File: src/rtl/lpht_ram.sv
// Generic single-write, single-read RAM with registered read data.
`timescale 1ns / 1ps
module lpht_ram #(
    parameter int W = 8,
    parameter int D = 16
) (
    input  logic                 i_clk,
    input  logic                 i_we,
    input  logic [$clog2(D)-1:0] i_waddr,
    input  logic [W-1:0]         i_wdata,
    input  logic [$clog2(D)-1:0] i_raddr,
    output logic [W-1:0]         o_rdata
);

    logic [W-1:0] mem [D];
    logic [W-1:0] r_rdata;

    always_ff @(posedge i_clk) begin
        if (i_we) begin
            mem[i_waddr] <= i_wdata;
        end
        r_rdata <= mem[i_raddr];
    end

    assign o_rdata = r_rdata;

endmodule

File: config.mk
export PLATFORM = sky130hd
export DESIGN_NAME = lpht_ram
export DESIGN_NICKNAME = d
export VERILOG_FILES = /design/src/rtl/lpht_ram.sv
export SDC_FILE = /design/constraint.sdc
export NUM_CORES = 1
export LEC_CHECK = 0
export BUFFER_PORTS_ARGS = -buffer_cell sky130_fd_sc_hd__buf_4
export CAP_MARGIN = 0
export CORE_UTILIZATION = 50
export CTS_BUF_LIST = sky130_fd_sc_hd__clkbuf_4 sky130_fd_sc_hd__clkbuf_8
export CTS_CLUSTER_SIZE = 24
export DETAILED_ROUTE_END_ITERATION = 10
export HOLD_SLACK_MARGIN = 0.06
export PLACE_DENSITY = 0.7
export REMOVE_ABC_BUFFERS = 1
export SLEW_MARGIN = 20
export SYNTH_ARGS = -nofsm -noshare
export SYNTH_HDL_FRONTEND = slang
export SYNTH_SLANG_ARGS = --single-unit
File: constraint.sdc
create_clock -name i_clk -period 1.79 [get_ports i_clk]
set_input_delay 0.0895 -clock i_clk [delete_from_list [all_inputs] [get_ports i_clk]]
set_output_delay 0.0895 -clock i_clk [all_outputs]
set_load 0.005 [all_outputs]
======== Word level (Yosys, flattened, before mapping) ========
Memory sizes are Yosys's and may differ from the RTL's. A register that Yosys moved wholly into a read port is not among the register bits.
Index checks and enable logic that the tools add are counted.
storage, ports and cells
  register bits ........................... 0
  bits in writable memories ............... 128
  bits of input ports ..................... 18
  output and inout port bits .............. 8
  word-level logic and storage cells ...... 3
  memories ................................ 1
operators by class
  mux-type cells .......................... 2
memory list
  memory  depth  width  read ports  clocked after Yosys merged registers in  wr ports  line  source
  mem     16     8      1           1                                        1         15    logic [W-1:0] mem [D];
operators by type and width
  kind              count
  2-to-1 mux 1 bit  2

======== Longest topological paths before layout ========
Gate-level depths: netlist of the first run.
  word-level depth ........................ 2
  depth in mapped cells ................... 5

======== Least setup slack after synthesis of the first run ========
No wires, ideal clock.
  kind .................................... input to register
  start point ............................. input port i_waddr[2]
  end point ............................... memory mem[0][0], enable pin
  data arrival time ....................... 1.199 ns
  setup slack ............................. 0.208 ns
  stages .................................. 2
  path through ............................ or3b_2 -> nor3_1
RTL lines
  item             line  source
  start, declared  9     input logic [$clog2(D)-1:0] i_waddr,
  end, declared    15
Straight into the memory's write port.

==> results of run 1 <==
-- path summary, 6_finish.rpt --
check,slack (ps),cells after the start,to
setup / recovery,450,3,o_rdata[5]
hold / removal,190,3,mem[4][3]
setup reg to reg,450,3,o_rdata[5]
hold reg to reg,680,3,o_rdata[3]
-- per-layer routing --
layer | vias to the layer above | global-route usage
met4 | 0 | 0.0693
met3 | 8 | 0.0692
met2 | 81 | 0.303
li1 | 1093 | -
met5 | - | 0
met1 | 1258 | 0.257
-- registers in the layout, summed over array words and instances, names as in the netlist --
register and flops:
o_rdata 8, mem 128
-- metrics by stage --
step | hold WS [ps] | setup WS (ps) | utilization | cells
finish | 186 | 446 | 0.620 | 437
global route | 157 | 373 | 0.620 | 437
CTS | 160 | 412 | 0.620 | 437
detailed placement | 402 | 278 | 0.565 | 397
global placement | 391 | 320 | 0.565 | 397
floorplan | 188 | 208 | - | 219
-- final cells by class --
class	instances	area (um2)	area share
Sequential cell	136	4000	0.655
Multi-Input combinational cell	83	1060	0.173
Timing Repair Buffer	53	430	0.0704
Clock buffer	24	312	0.0510
Tap cell	133	166	0.0272
Clock inverter	8	143	0.0233
-- cell families (layout without fill, tap and decap cells) --
logic type      Yosys count  after routing  synth area share
compound gates           16             16            0.0233
flops                   136            136             0.778
mux                      32             32             0.150
buf+inv                  10             85            0.0168
simple gates             35             35            0.0318
-- power groups by stage --
stage / clock network, mW / logic, mW / registers [mW]
finish: 2.77 / 0.351 / 3.58
CTS: 2.82 / 0.359 / 3.58
floorplan: 0 / 0.143 / 3.64
detailed placement: 0 / 0.344 / 3.65
global route: 2.95 / 0.384 / 3.58
global placement: 0 / 0.336 / 3.65
-- critical path: cells and delay by family, from the launching register on --
kind | cells | cell delay (ps)
AO/OA/AOI/OAI | 1 | 250
flip-flops | 1 | 380
multiplexers | 1 | 520
AND/OR/NAND/NOR | 1 | 80
-- placed cells by master, fill, tap and decap left out, drive strengths merged --
| cell type | n |
|---|---|
| a22oi | 16 |
| and2 | 1 |
| and2b | 1 |
| buf | 45 |
| bufinv | 4 |
| clkbuf | 24 |
| clkinv | 3 |
| clkinvlp | 1 |
| dfxtp | 8 |
| dlygate4sd3 | 8 |
| edfxtp | 128 |
| mux4 | 32 |
| nand2 | 9 |
| nand2b | 2 |
| nand3 | 1 |
| nand3b | 2 |
| nor2 | 13 |
| nor2b | 1 |
| nor3 | 4 |
| or3b | 1 |
==> parameters.txt, run 1 <==
Parameter                              Value

Outcome
  Outcome ... finished clean

Power and ir drop
  Fraction of power consumed by the clock network ... 0.414
  Total design power ... about 6.7 mW
  VDD IR-drop max ... slightly above 900 uV
  Fraction of power consumed by combinational cells ... 0.052
  Pint ... 5.44 mW
  Leakage power summed over all cells ... ~2.1 nW
  Total net switching power ... around 1.3 mW
  Power per Cell Area ... 1100 nW/um2
  Sequential group share of total power ... 0.534
  Switching power as a share of total power ... 0.188

CTS
  Htree depth ... 4
  Maximum number of buffers from clock root to sink ... 2
  Number of sinks handled by clock tree synthesis ... approximately 140
  Clock Tree Root ... clkbuf_8
  CTS clk-pin slew, worst paths ... roughly 80 ps
  Hold-fix buffers at CTS ... 8
  Number of gates resized after CTS ... 0
  CTS tree ... built
  CTS buffer count ... 17
  Post-CTS Setup Repair Bufs ... 0
  Later-pin clock latency in the skew report ... between 400 and 500 ps

Route
  Number of optimization iterations in the first detailed-route pass ... 4
  Met1 wire length ... about 4000 um
  Total wire length ... just over 9000 um
  Met2 WL post-DR ... ~4500 um
  Final routed wire length divided by cell count ... ~21 um
  Iteration-0 DRC count of the detailed router ... between 150 and 200
  Vias post-DR ... 2440
  Highest routing layer actually used ... met4
  Detailed route wirelength on metal3 ... between 400 and 500 um
  Vias per cell ... between 5 and 6
  Drc violations ... 0
  Number of antenna-violating nets in the routed design ... 0

Worst setup path
  Class of the most critical setup path ... register to register
  Data arrival time of the critical path ... approximately 1700 ps
  Crit-path max FO ... 1
  Startpoint of the worst register-to-register path ... mem[1][5]
  Kind of end point of the critical path ... register
  Slowest stage cell on the critical path ... mux4_1
  Chain of cells forming the critical path ... mux4_1 -> a22oi_1 -> nand2_1
  Startpoint type of the worst setup path ... register
  CP peak stage delay ... 520 ps
  Data required time at the worst endpoint ... roughly 2100 ps
  Critical Path Start ... mem[1][5]

Timing
  Final cycle utilization of the critical path ... 0.751
  Final Hold Violating Endpoints ... 0
  Unrepaired setup endpoints after global routing ... no
  Final setup vio count ... 0
  Worst-margin pin slew ... around 440 ps
  Max-slew violation count ... 0
  Final min period ... about 1300 ps
  Fmax achieved ... between 700 and 800 MHz
  Final setup TNS ... 0 ps
  Max Clock Skew ... roughly 12 ps
  Max-Slew Margin vs Limit ... 0.704

Placed design
  Port-buffer cells ... 25
  RD Place Congestion ... 0.704
  Placed Instance Area ... around 5600 um2
  Detail Placement HPWL ... about 5700 um

Floorplan
  Total core area ... approximately 9900 um2
  Area of the die ... between 10000 and 15000 um2
  Y dimension of the die ... 103 um
  Initial standard-cell utilization of the core ... 0.522
  Placement Rows ... 36
  DIE WIDTH ... 103 um
  I/O pin total ... 26

Synthesis
  Mean post-synth cell area ... between 20 and 25 um2
  #FFs+latches synth ... around 140
  Main flop type after synthesis ... edfxtp_1
  Main area contributors after synthesis ... edfxtp_1, mux4_2, mux4_1
  Library cell with the largest summed area after synthesis ... edfxtp_1
  Warnings from Yosys ... 0
  Mapped cell area ... between 5000 and 6000 um2
  Sequential cell area fraction in the yosys report ... 0.778
  Number of cells produced by synthesis ... between 200 and 250
  Area fraction of the dominant cell type after synthesis ... 0.747
  Most frequent cell after synthesis ... edfxtp_1
  Leading post-synthesis cells by instance count ... edfxtp_1, mux4_2, a22oi_1, mux4_1, nor2_1
  Fraction of synthesis flops using an asynchronous set or reset pin ... 0
  Count of flip-flops with a built-in enable after synthesis ... ~130
  Netlist cell types ... 19

Final layout
  Number of nets in the layout ... 309
  Inserted Diodes ... 0
  P&R area growth vs syn ... 18.7%
  Filler Cell Count ... 673
  Final instance area ... approximately 6000 um2
  Share of post-route cells with drive strength above 1 ... 0.316

Global routing
  Global route overflow ... 0
  Overall fraction of global-route tracks in use ... 0.195
  Maximum number of pins on one net before global-route repair ... 33
  Global-route wire length before repair ... 13800 um
  Number of global-route vias before repair ... ~2500
  Initial antenna violation count ... 0

Flow run
  Count of maximum capacitance violations ... 0

Hold path
  Class of the tightest hold or removal check ... input port to register
  Startpoint of the worst hold path ... i_waddr[0]
Power figures use the tool's default switching activity.
==> inputs of run 2 (changes only) <==
==> constraint.sdc (replaced) <==
create_clock -name i_clk -period 1.4 [get_ports i_clk]
set_input_delay 0.07 -clock i_clk [delete_from_list [all_inputs] [get_ports i_clk]]
set_output_delay 0.07 -clock i_clk [all_outputs]
set_load 0.005 [all_outputs]
==> run 2 against run 1 <==
Net effect:
- design area rose by 1.3%
- critical path depth unchanged
- register-to-register slack got worse by 370 ps
- die area is the same
- critical path type unchanged
==> parameters.txt, run 2 (same netlist as run 1, synthesis figures left out) <==
Parameter                              Value

Hold path
  Class of the tightest hold or removal check ... input port to register
  WHS Path Cells ... 3 (unchanged)
  Startpoint of the worst hold path ... i_waddr[0]

Final layout
  Non-Filler Instances ... 444 (+1.6%)
  Multi-input combinational cell area ... 1060 um2 (unchanged)
  P&R area growth vs syn ... 20.3%
  Post-Route Utilization ... 0.628 (+0.00812)
  Most frequent cells in the layout ... edfxtp_1, buf_4, mux4_2, clkbuf_8, a22oi_1
  Largest Register ... mem
  Most common library cell in the layout ignoring fill and taps ... edfxtp_1
  Number of nets in the layout ... 316 (+2.3%)
  Filler Cell Count ... 654 (-2.8%)
  Max reg flops ... 128 (unchanged)
  Inserted Diodes ... 0 (unchanged)
  Final instance area ... 6190 um2 (+1.3%)
  Share of post-route cells with drive strength above 1 ... 0.331 (+0.0154)
  FF/Latch Area ... 4000 um2 (unchanged)

Route
  Drc violations ... 0 (unchanged)
  Number of optimization iterations in the first detailed-route pass ... 4 (unchanged)
  Number of antenna-violating nets in the routed design ... 0 (unchanged)
  Total wire length ... 9620 um (+6.2%)
  Final routed wire length divided by cell count ... 21.7 um (+4.5%)
  Iteration-0 DRC count of the detailed router ... 153 (-18%)
  Vias per cell ... 5.57 (-0.33%)
  Vias post-DR ... 2471 (+1.3%)

Worst setup path
  Chain of cells forming the critical path ... mux4_1 -> a22oi_1 -> nand2_1
  Kind of end point of the critical path ... register
  CP peak stage delay ... 490 ps (-30 ps)
  Register-to-register path setup slack ... 70 ps (-370 ps)
  Startpoint of the worst register-to-register path ... mem[8][4]
  Startpoint type of the worst setup path ... register
  Class of the most critical setup path ... register to register
  Crit-path max FO ... 1 (unchanged)
  Data arrival time of the critical path ... 1630 ps (-20 ps)
  Slowest stage cell on the critical path ... mux4_1
  Reg2Reg Depth ... 3 (unchanged)
  Data required time at the worst endpoint ... 1710 ps (-390 ps)
  Critical Path Start ... mem[8][4]

Global routing
  Maximum number of pins on one net before global-route repair ... 17 (-48%)
  Initial antenna violation count ... 0 (unchanged)
  Global route overflow ... 0 (unchanged)
  Overall fraction of global-route tracks in use ... 0.205 (+0.00980)
  Number of global-route vias before repair ... 2502 (-0.32%)
  Global-route wire length before repair ... 14400 um (+4.4%)

Timing
  Hold slack ... 153 ps (-33.2 ps)
  Max-Slew Margin vs Limit ... 0.463 (-0.241)
  Final Hold Violating Endpoints ... 0 (unchanged)
  Max Clock Skew ... 14.4 ps (+2.60 ps)
  Worst-margin pin slew ... 804 ps (+360 ps)
  Fmax achieved ... 754 MHz (+1.4%)
  Max-slew violation count ... 0 (unchanged)
  Final min period ... 1330 ps (-18.4 ps)
  Final cycle utilization of the critical path ... 0.947 (+0.196)
  Final setup TNS ... 0 ps (unchanged)
  Unrepaired setup endpoints after global routing ... no
  Final setup vio count ... 0 (unchanged)

CTS
  CTS tree ... built
  Clock Tree Root ... clkbuf_8
  Number of sinks handled by clock tree synthesis ... 136 (unchanged)
  Later-pin clock latency in the skew report ... 430 ps (about the same)
  Post-CTS Setup Repair Bufs ... 0 (unchanged)
  Htree depth ... 4 (unchanged)
  CTS buffer count ... 17 (unchanged)
  CTS clk-pin slew, worst paths ... 80 ps (about the same)
  Maximum number of buffers from clock root to sink ... 2 (unchanged)

Floorplan
  Placement Rows ... 36 (unchanged)
  DIE WIDTH ... 103 um (unchanged)
  Total core area ... 9860 um2 (unchanged)
  Y dimension of the die ... 103 um (unchanged)
  Initial standard-cell utilization of the core ... 0.522 (unchanged)
  I/O pin total ... 26 (unchanged)
  Area of the die ... 10700 um2 (unchanged)

Placed design
  Detail Placement HPWL ... 6120 um (+7.2%)
  Number of placed cells counting well taps ... 404 (+1.8%)
  Placed Instance Area ... 5670 um2 (+1.6%)
  RD Place Congestion ... 0.716 (+1.8%)
  Port-buffer cells ... 25 (unchanged)

Power and ir drop
  VDD IR-drop max ... 749 uV (-19%)
  Leakage power summed over all cells ... 2.12 nW (+1.5%)
  Power per Cell Area ... 1380 nW/um2 (+26%)

Flow run
  Count of maximum capacitance violations ... 0 (unchanged)

Outcome
  Outcome ... finished clean
[run 2: cell count changes in the layout (fill, tap and decap cells not counted), sizes merged]
cell and change:
clkbuf -3, inv +1, buf +7, clkinvlp +2
[run 2: area by class of cell]
type / instances / share of cell area
clock buffer: 21 / 0.0436
tap: 133 / 0.0269
clock inverter: 11 / 0.0281
sequential: 136 / 0.647
timing repair buffer: 60 / 0.0841
multi-input combinational: 83 / 0.171
[run 2: timing repair]
item	CTS	global route
hold buffers	8	0
gates resized for setup	0	0
hold endpoints to repair	128	0
[run 2: critical path, delay by kind of cell, from the launching register on]
family	cells	cell delay (ps)
multiplexers	1	490
AND/OR/NAND/NOR	1	70
flip-flops	1	360
AO/OA/AOI/OAI	1	280
[run 2: metal layers]
metal | part of all wire | global-route usage | routed length, um | vias up
li1 | - | - | - | 1112
met5 | 0 | 0 | 0 | -
met1 | 0.44 | 0.273 | 4280 | 1286
met2 | 0.50 | 0.325 | 4860 | 65
met4 | 0.0076 | 0.0715 | 73 | 0
met3 | 0.043 | 0.0591 | 416 | 8
[run 2: path summary, 6_finish.rpt]
path / endpoint
min: mem[4][2]
min reg2reg: o_rdata[3]
max: o_rdata[4]
max reg2reg: o_rdata[4]
[run 2: power breakdown]
group | switching (mW) | internal [mW]
logic | 0.236 | 0.247
clock network | 1.46 | 2.06
registers | 0.0278 | 4.55
total | 1.73 | 6.85
[run 2: per-stage QoR]
stage               setup WS [ps]  power, mW
floorplan                    -163       4.84
global placement            -60.9       5.12
detailed placement          -62.3       5.14
CTS                          51.6       8.65
global route                 1.24       8.86
finish                       74.2       8.57
